===== src/hdl/fcd_pkg.sv =====
`timescale 1ns / 1ps

package fcd_pkg;

    // Byte codes of the compacted flux stream.
    localparam logic [7:0] CODE_SHORT_MAX = 8'h07;
    localparam logic [7:0] CODE_SKIP_BASE = 8'h08;
    localparam logic [7:0] CODE_SKIP_MAX  = 8'h0A;
    localparam logic [7:0] CODE_OVERFLOW  = 8'h0B;
    localparam logic [7:0] CODE_LONG      = 8'h0C;
    localparam logic [7:0] CODE_STRAY     = 8'h0D;

    localparam int unsigned SCALE_W   = 32;
    localparam int unsigned COUNT_W   = 32;
    localparam int unsigned NS_W      = 40;
    localparam int unsigned PROD_W    = 64;
    localparam int unsigned FRAC_BITS = 24;

    // Reset value of the Q8.24 nanoseconds-per-sample register.
    localparam logic [SCALE_W-1:0] NS_PER_SAMPLE_RESET = 32'd698238874;

    // One half in Q.24, added before the fractional bits are dropped.
    localparam logic [PROD_W-1:0] ROUND_HALF = 64'h0000_0000_0080_0000;

endpackage


===== src/hdl/flux_cell_decoder.sv =====
`timescale 1ns / 1ps

// Flux cell decoder.
// The input channel (i_in_valid / o_in_ready) takes one byte of the compacted
// flux stream per transfer, together with a block-start flag that clears the
// running totals and any partly read count before that byte is decoded.
// The output channel (o_out_valid / i_out_ready) gives one transfer per
// completed count: the raw count in sample clocks and the interval in
// nanoseconds, rounded against the running position so that no error builds up.
// The configuration channel (i_cfg_valid / o_cfg_ready / i_cfg_data) writes the
// Q8.24 nanoseconds-per-sample scale; it is always ready.
// A byte is accepted in every cycle while o_in_ready is high. A result is registered
// in turn by the stages for decode, 32x32 multiply, rounding add, then the
// interval subtraction into the output register.
// Bytes that do not complete a count give no result.
// After reset the pipeline is empty, the decoder state is cleared and the scale
// holds its default. When the receiver stalls, the output register holds its
// result and the stall propagates back stage by stage; o_in_ready falls only
// once every stage holds a result.
module flux_cell_decoder
    import fcd_pkg::*;
(
    input  logic                i_clk,
    input  logic                i_rst_n,
    input  logic                i_in_valid,
    output logic                o_in_ready,
    input  logic [7:0]          i_data_byte,
    input  logic                i_block_start,
    output logic                o_out_valid,
    input  logic                i_out_ready,
    output logic [31:0]         o_interval_ns,
    output logic [31:0]         o_cell_count,
    input  logic                i_cfg_valid,
    output logic                o_cfg_ready,
    input  logic [SCALE_W-1:0]  i_cfg_data
);

    logic [SCALE_W-1:0] r_scale;

    // Decoder state.
    logic [1:0]         r_pend, n_pend;
    logic               r_is_count, n_is_count;
    logic [7:0]         r_part, n_part;
    logic [15:0]        r_ovf, n_ovf;
    logic [COUNT_W-1:0] r_samples, n_samples;
    logic               r_clr_pend, n_clr_pend;

    logic               n_emit;
    logic [15:0]        n_raw;
    logic [COUNT_W-1:0] n_count;

    logic [1:0]         w_pend;
    logic               w_is_count;
    logic [7:0]         w_part;
    logic [15:0]        w_ovf;
    logic [COUNT_W-1:0] w_samples;
    logic [1:0]         w_pend_dec;
    logic [7:0]         w_skip;

    // Pipeline stages.
    logic               r_a_vld, r_b_vld, r_c_vld, r_o_vld;
    logic [COUNT_W-1:0] r_a_cnt, r_b_cnt, r_c_cnt, r_o_cnt;
    logic               r_a_clr, r_b_clr, r_c_clr;
    logic [COUNT_W-1:0] r_a_samples;
    logic [PROD_W-1:0]  r_b_prod;
    logic [NS_W-1:0]    r_c_ns;
    logic [31:0]        r_o_int;
    logic [NS_W-1:0]    r_running_ns;

    logic               w_en_a, w_en_b, w_en_c, w_en_o;
    logic               w_in_xfer;
    logic [PROD_W-1:0]  w_round;
    logic [NS_W-1:0]    w_prev_ns;
    logic [NS_W-1:0]    w_diff;

    assign w_en_o    = !r_o_vld || i_out_ready;
    assign w_en_c    = !r_c_vld || w_en_o;
    assign w_en_b    = !r_b_vld || w_en_c;
    assign w_en_a    = !r_a_vld || w_en_b;
    assign w_in_xfer = i_in_valid && w_en_a;

    assign o_in_ready    = w_en_a;
    assign o_out_valid   = r_o_vld;
    assign o_interval_ns = r_o_int;
    assign o_cell_count  = r_o_cnt;
    assign o_cfg_ready   = 1'b1;

    // State as seen by this byte, after an optional block-start clear.
    assign w_pend     = i_block_start ? 2'd0 : r_pend;
    assign w_is_count = i_block_start ? 1'b0 : r_is_count;
    assign w_part     = i_block_start ? 8'd0 : r_part;
    assign w_ovf      = i_block_start ? 16'd0 : r_ovf;
    assign w_samples  = i_block_start ? '0 : r_samples;
    assign w_pend_dec = w_pend - 2'd1;
    assign w_skip     = i_data_byte - CODE_SKIP_BASE;

    always_comb begin
        n_pend     = w_pend;
        n_is_count = w_is_count;
        n_part     = w_part;
        n_ovf      = w_ovf;
        n_emit     = 1'b0;
        n_raw      = {8'd0, i_data_byte};
        if (w_pend != 2'd0) begin
            n_pend = w_pend_dec;
            if (w_is_count) begin
                if (w_pend_dec != 2'd0) begin
                    n_part = i_data_byte;
                end else begin
                    n_is_count = 1'b0;
                    n_emit     = 1'b1;
                    n_raw      = {w_part, i_data_byte};
                end
            end
        end else begin
            case (i_data_byte) inside
                [8'h00:CODE_SHORT_MAX]: begin
                    n_part     = i_data_byte;
                    n_pend     = 2'd1;
                    n_is_count = 1'b1;
                end
                [CODE_SKIP_BASE:CODE_SKIP_MAX]: begin
                    n_pend     = w_skip[1:0];
                    n_is_count = 1'b0;
                end
                CODE_OVERFLOW: begin
                    n_ovf = w_ovf + 16'd1;
                end
                CODE_LONG: begin
                    n_part     = 8'd0;
                    n_pend     = 2'd2;
                    n_is_count = 1'b1;
                end
                CODE_STRAY: begin
                end
                default: begin
                    n_emit = 1'b1;
                end
            endcase
        end
        // The overflow additions are multiples of 65536, so only their upper half is kept.
        n_count   = {16'd0, n_raw} + {w_ovf, 16'd0};
        n_samples = w_samples;
        if (n_emit) begin
            n_ovf     = 16'd0;
            n_samples = w_samples + n_count;
        end
        // A block start that gives no result is carried to the next result,
        // which must then measure its interval from a position of zero.
        n_clr_pend = (i_block_start || r_clr_pend) && !n_emit;
    end

    assign w_round   = r_b_prod + ROUND_HALF;
    assign w_prev_ns = r_c_clr ? '0 : r_running_ns;
    assign w_diff    = r_c_ns - w_prev_ns;

    always_ff @(posedge i_clk) begin
        if (!i_rst_n) begin
            r_scale      <= NS_PER_SAMPLE_RESET;
            r_pend       <= 2'd0;
            r_is_count   <= 1'b0;
            r_part       <= 8'd0;
            r_ovf        <= 16'd0;
            r_samples    <= '0;
            r_clr_pend   <= 1'b0;
            r_running_ns <= '0;
            r_a_vld      <= 1'b0;
            r_b_vld      <= 1'b0;
            r_c_vld      <= 1'b0;
            r_o_vld      <= 1'b0;
        end else begin
            if (i_cfg_valid) begin
                r_scale <= i_cfg_data;
            end
            if (w_in_xfer) begin
                r_pend     <= n_pend;
                r_is_count <= n_is_count;
                r_part     <= n_part;
                r_ovf      <= n_ovf;
                r_samples  <= n_samples;
                r_clr_pend <= n_clr_pend;
            end
            if (w_en_a) begin
                r_a_vld <= w_in_xfer && n_emit;
            end
            if (w_en_b) begin
                r_b_vld <= r_a_vld;
            end
            if (w_en_c) begin
                r_c_vld <= r_b_vld;
            end
            if (w_en_o) begin
                r_o_vld <= r_c_vld;
                if (r_c_vld) begin
                    r_running_ns <= r_c_ns;
                end
            end
        end
    end

    always_ff @(posedge i_clk) begin
        if (w_en_a) begin
            r_a_cnt     <= n_count;
            r_a_samples <= n_samples;
            r_a_clr     <= i_block_start || r_clr_pend;
        end
        if (w_en_b) begin
            r_b_prod <= PROD_W'(r_scale) * PROD_W'(r_a_samples);
            r_b_cnt  <= r_a_cnt;
            r_b_clr  <= r_a_clr;
        end
        if (w_en_c) begin
            r_c_ns  <= w_round[PROD_W-1:FRAC_BITS];
            r_c_cnt <= r_b_cnt;
            r_c_clr <= r_b_clr;
        end
        if (w_en_o) begin
            r_o_int <= w_diff[31:0];
            r_o_cnt <= r_c_cnt;
        end
    end

endmodule


===== config.mk =====
export PLATFORM = sky130hd
export DESIGN_NAME = flux_cell_decoder
export DESIGN_NICKNAME = d
export VERILOG_FILES = /design/src/hdl/fcd_pkg.sv /design/src/hdl/flux_cell_decoder.sv
export SDC_FILE = /design/constraint.sdc
export NUM_CORES = 2
export LEC_CHECK = 0
export BUFFER_PORTS_ARGS = -buffer_cell sky130_fd_sc_hd__buf_2
export CAP_MARGIN = 10
export CORE_MARGIN = 3
export CORE_UTILIZATION = 40
export DETAILED_ROUTE_END_ITERATION = 8
export PLACE_DENSITY_LB_ADDON = 0.12
export SETUP_SLACK_MARGIN = 0.5
export SLEW_MARGIN = 5
export SYNTH_ARGS = -nofsm -noshare
export SYNTH_HDL_FRONTEND = slang
export SYNTH_SLANG_ARGS = --single-unit

===== constraint.sdc =====
create_clock -name i_clk -period 17.7 [get_ports i_clk]
set_clock_uncertainty 0.2 [all_clocks]
set_input_delay 0.885 -clock i_clk [delete_from_list [all_inputs] [get_ports i_clk]]
set_output_delay 0.885 -clock i_clk [all_outputs]
set_load 0.05 [all_outputs]

-- Word level (Yosys, flattened, before mapping)
Index checks and enable logic that the tools add are counted.
- flip-flop bits (word level): 411
- input port bits: 46
- output and inout bits: 67
- logic and storage cells: 98
- add/subtract/negate cells: 7
- multiply operators: 1
- $lt $le $gt $ge: 4
- eq/ne operators: 3
- muxes and demuxes: 42
- reduce and logical (&&, ||, !) cells: 18
- operators by type and width (kind ; number):
    16-bit two-way mux ; 9
    32-bit two-way mux ; 3
    8-bit two-way mux ; 8
    56-bit by 24-bit adder with 56-bit output (second input constant) ; 1
    32-bit by 32-bit multiplier with 56-bit output ; 1
    16-bit by 32-bit adder with 32-bit output ; 1
    32-bit adder ; 1
    32-bit subtractor ; 1
    8-bit by 4-bit == test with 1-bit output (second input constant) ; 3
    16-bit by 1-bit adder with 16-bit output (second input constant) ; 1
    1-bit two-way mux ; 16
    2-bit two-way mux ; 6
    8-bit by 1-bit >= comparator with 1-bit output (second input constant) ; 1
    8-bit by 4-bit >= comparator with 1-bit output (second input constant) ; 1
    8-bit by 3-bit less-or-equal comparator with 1-bit output (second input constant) ; 1
    8-bit by 4-bit less-or-equal comparator with 1-bit output (second input constant) ; 1
    1-bit logical AND ; 5
    1-bit logical NOT ; 5
    1-bit logical OR ; 5
    2-bit nonzero test ; 2
    2-bit by 1-bit subtractor with 2-bit output (second input constant) ; 2
    2-bit AND reduction ; 1

-- Longest topological paths before layout
- depth after elaboration: 9
- mapped depth: 29
- mapped depth without buffers: 28

-- Worst setup path before layout
Ideal clock, no wire load.
- path kind: register to register
- start point: register r_a_samples[2]
- end point: register r_b_prod[44], data pin
- setup time: 0.263 ns
- arrival time: 6.918 ns
- required time: 17.237 ns
- path slack: 10.319 ns
- cell stages (with the launch flop): 26
- buffers on the path: 1
- clock period less this slack: 7.381 ns
- path through: edfxtp_1 > clkbuf_1 > and2_1 > fa_1 > inv_1 > fa_1 > fa_1 > fa_1 > inv_1 > fa_1 > fa_1 > fa_1 > inv_1 > fa_1 > inv_1 > ha_1 > and3_1 > nand2_1 > or4b_1 > a21oi_1 > a211oi_2 > o21ai_2 > a31oi_4 > o31ai_1 > nor2_1 > xnor2_1
- cells in the longest elaborated chain, start to end: 1
- RTL lines (item ; RTL line ; text):
    from (decl) ; flux_cell_decoder.sv:64 ; logic [COUNT_W-1:0] r_a_samples;
    from (signal assigned) ; flux_cell_decoder.sv:204 ; r_a_samples <= n_samples;
    32-bit by 32-bit multiplier with 56-bit output ; flux_cell_decoder.sv:208 ; r_b_prod <= PROD_W'(r_scale) * PROD_W'(r_a_samples);
    to (signal assigned) ; flux_cell_decoder.sv:208 ;
    to (decl) ; flux_cell_decoder.sv:65 ; logic [PROD_W-1:0] r_b_prod;
Every way passes these cells.
A chain may end at the register's enable or synchronous reset.

-- Worst setup path after layout
- start point: register r_scale[15]
- end point: register r_b_prod[55], data pin
- cells in the longest elaborated chain, start to end: 1
- RTL lines (item ; RTL line ; text):
    from (decl) ; flux_cell_decoder.sv:38 ; logic [SCALE_W-1:0] r_scale;
    from (signal assigned) ; flux_cell_decoder.sv:173 ; r_scale <= i_cfg_data;
    32-bit by 32-bit multiplier with 56-bit output ; flux_cell_decoder.sv:208 ;
Every way passes these cells.

==> key figures <==
Outcome
  • Outcome: complete, no violations

Placed design
  • Port buffer count: 111
  • RePlAce Congestion: 0.860
  • Pre-CTS WS: 9150 ps
  • DPL Wire Length: 98400 um

Routing
  • Residual DRC: 0
  • Vias after detailed routing: 32809
  • Antenna Nets Post-Route: 0
  • Drt wl/cell: 20.9 um
  • Total Wirelength: 134000 um
  • Vias per inst: 5.10
  • Initial DRC count: 2047
  • Router iterations before antenna repair: 5

Critical path
  • Arrival time worst endpoint: 8680 ps
  • CP dominant cell by count: fa_1
  • CP max stage delay: 930 ps
  • Required time of the critical path: 17880 ps
  • Crit Path Class: flop to flop
  • Largest fanout on the critical path: 33
  • CP max-delay cell: dfxtp_2
  • Type of destination of the critical path: flop
  • Crit start category: flop
  • Crit path cell chain: and2_1, fa_1, inv_1, fa_1, fa_1, fa_1, inv_1, fa_1, fa_1, fa_1, inv_1, fa_1, inv_1, ha_1, a211oi_1, o21bai_1, nor4_1, o311a_1, o31a_1, o21ai_2, a31oi_1, o221ai_1, nor2_1, xnor2_1

Floorplan
  • # rows: 126
  • Die width: 352 um
  • Die footprint: 124000 sq um
  • I/O pin count: 113
  • Starting density of the core: 40.4%
  • Die Height: 352 um
  • Core area: 118000 sq um

Clocking
  • Post-CTS Setup Inserts: 0
  • Clock buffer depth: 3
  • Hold Buf Count CTS: 0
  • Clock Root Buffer: clkbuf_16
  • Worst skew pair latency: 650 ps
  • Post-CTS sizing: 0
  • CTS Buf Count: 50
  • H-tree depth: 2
  • Clk pin slew, worst setup/hold paths: 60 ps
  • CTS sink count: 388
  • CTS tree: yes

Synthesis
  • Synth Area in Adders: 43.7%
  • Synth unique cells: 85
  • Yosys reg bits: 388
  • Post-synthesis compound-gate area fraction: 5.86%
  • Main combinational cell family by area after synthesis: adder cells
  • Yosys warns: 0
  • Mapped Cells: 4864
  • Mean Syn Cell Area: 9.82 sq um
  • Post-synthesis xor/xnor area fraction: 2.42%
  • Syn Nets: 6054
  • Sequential fraction of the synthesis area: 21.7%
  • Cell Area, Synth: 47800 sq um
  • Most used flip-flop cell after synthesis: edfxtp_1
  • Post-synthesis mux area share: 0.823%
  • Async SR Flop Fraction: 0%
  • Simple-gate share of the synthesized area: 16.4%
  • Post-synth EDFFs: 260

Power
  • Maximum VDD drop: 0.240 mV
  • Cell area power density: 164 nW/um^2
  • P_leak: 23.9 nW

GRT
  • GRT Resource Usage Total: 22.4%
  • Initial antenna violation count: 2
  • First-pass GRT wire length: 210000 um
  • Largest net degree at the start of global routing: 68
  • GRT overflow: 0
  • Vias in the first global route: 34611

STA
  • Min cycle time layout: 8500 ps
  • Final hold vios: 0
  • Final slew viol count: 0
  • Unrepaired setup endpoints after global routing: false
  • Max_slew headroom: 22.6%
  • Setup TNS: 0 ps
  • PnR worst setup slack: 9200 ps
  • Crit share post-route: 48.0%
  • Finish-stage setup viols: 0
  • Worst-margin pin slew: 1160 ps
  • Fmax: 118 MHz

Finish
  • Share of cells above drive strength 1: 6.28%
  • Fin nets: 6040
  • Utilization after layout: 43.6%
  • Area grow syn2layout: 7.91%

Run
  • Max Cap Viol: 0

Min path
  • HP Class: flop to flop
-- report_power, final --
group / switching, mW / internal (mW)
Sequential: 0.0981 / 1.31
Clock: 0.450 / 0.586
Combinational: 3.55 / 2.46
Total: 4.10 / 4.35
-- sequential cells by signal, indices dropped and copies added (netlist names), 2 cells and up --
name / cells
r_a_cnt: 32
r_c_ns: 32
r_a_samples: 32
r_part: 8
r_samples: 32
r_c_cnt: 32
r_b_cnt: 32
o_cell_count: 32
r_ovf: 16
r_scale: 32
r_running_ns: 32
r_pend: 2
o_interval_ns: 32
r_b_prod: 33
-- logic make-up after synthesis --
kind of cell	after synthesis
AND/OR/NAND/NOR	1592
buffers and inverters	1150
adder cells (fa/ha/maj)	1144
AO/OA/AOI/OAI	418
flip-flops	388
XOR/XNOR	132
multiplexers	39
other	1
-- worst max-delay path, delay by kind of cell (launching register included) --
family	cells	cell delay, ps
flip-flops	1	930
AND/OR/NAND/NOR	3	890
AO/OA/AOI/OAI	7	1740
XOR/XNOR	1	80
buffers and inverters	4	220
adder cells (fa/ha/maj)	9	4150
-- cells in the final DEF (no fill, tap or decap), types with 6 or more instances in the layout --
cell       count
dfxtp_2       14
xor2_1        32
buf_4         68
a211oi_1      18
nor2b_1       63
mux2i_1       37
nand3_1       39
inv_6          7
nor2_1       146
a21oi_1      148
o31a_1         6
fa_1         871
nand4_1       22
clkbuf_1       9
a31oi_1       11
clkinv_2       7
nand2b_1      41
ha_1         273
edfxtp_1     260
o21ai_0       52
and2_1       516
inv_1        902
nand2_1      679
nor3_1        33
a21o_1        41
a22oi_1       10
o21bai_1      14
xnor2_1      100
o211ai_1       9
o21a_1        31
buf_2        111
and3_1        21
dfxtp_1      114
clkbuf_16     50
-- metrics by stage --
step           hold WS (ps)  instances  total power [mW]  cell area, sq um
3_3_place_gp            200       6334              7.44             49900
6_report                210       6429              8.45             51500
3_5_place_dp            205       6334              7.45             49900
5_1_grt                 218       6427              9.32             51500
2_1_floorplan           200       4864              5.76             47800
4_1_cts                 200       6427              8.55             51500
-- final timing paths --
path / startpoint / slack (ps) / depth (start not counted) / to
hold / removal: r_b_cnt[9] / 210 / 0 / r_c_cnt[9]
setup / recovery: r_scale[15] / 9200 / 24 / r_b_prod[55]
setup reg to reg: r_scale[15] / 9200 / 24 / r_b_prod[55]
hold reg to reg: r_b_cnt[9] / 210 / 0 / r_c_cnt[9]
-- cell type report --
type / count / area (sq um)
clock inverters: 32 / 363
diodes: 2 / 5.00
repair buffers: 179 / 1070
well taps: 1536 / 1920
flip-flops and latches: 388 / 10400
inverters: 905 / 3400
clock buffers: 61 / 1310
multi-input cells: 3326 / 33100
fillers: 11601 / 66700
-- Yosys cell counts, types with 6 or more instances --
library cell / count / share of area (%)
a211oi_1: 18 / 0.28
a21o_1: 41 / 0.64
a21oi_1: 148 / 1.6
a22oi_1: 10 / 0.16
a31oi_1: 11 / 0.14
and2_1: 516 / 6.8
and3_1: 21 / 0.28
buf_1: 11 / 0.086
clkbuf_1: 229 / 1.8
dfxtp_1: 128 / 5.4
edfxtp_1: 260 / 16
fa_1: 871 / 37
ha_1: 273 / 7.2
inv_1: 903 / 7.1
mux2i_1: 37 / 0.78
nand2_1: 680 / 5.3
nand2b_1: 41 / 0.54
nand3_1: 40 / 0.42
nand4_1: 22 / 0.29
nor2_1: 146 / 1.1
nor2b_1: 63 / 0.83
nor3_1: 33 / 0.35
o211ai_1: 9 / 0.14
o21a_1: 31 / 0.49
o21ai_0: 52 / 0.54
o21bai_1: 14 / 0.22
o31a_1: 6 / 0.11
xnor2_1: 100 / 1.8
xor2_1: 32 / 0.59
-- metal layers --
layer / vias up / global-route usage, % / wire (um)
met3: 171 / 3.00 / 6960
met2: 793 / 36.3 / 62900
met1: 16978 / 31.8 / 61300
li1: 14865 / - / -
met4: 2 / 5.52 / 3240
met5: - / 0 / 17
Note: power is estimated with default switching activity, not from simulation.
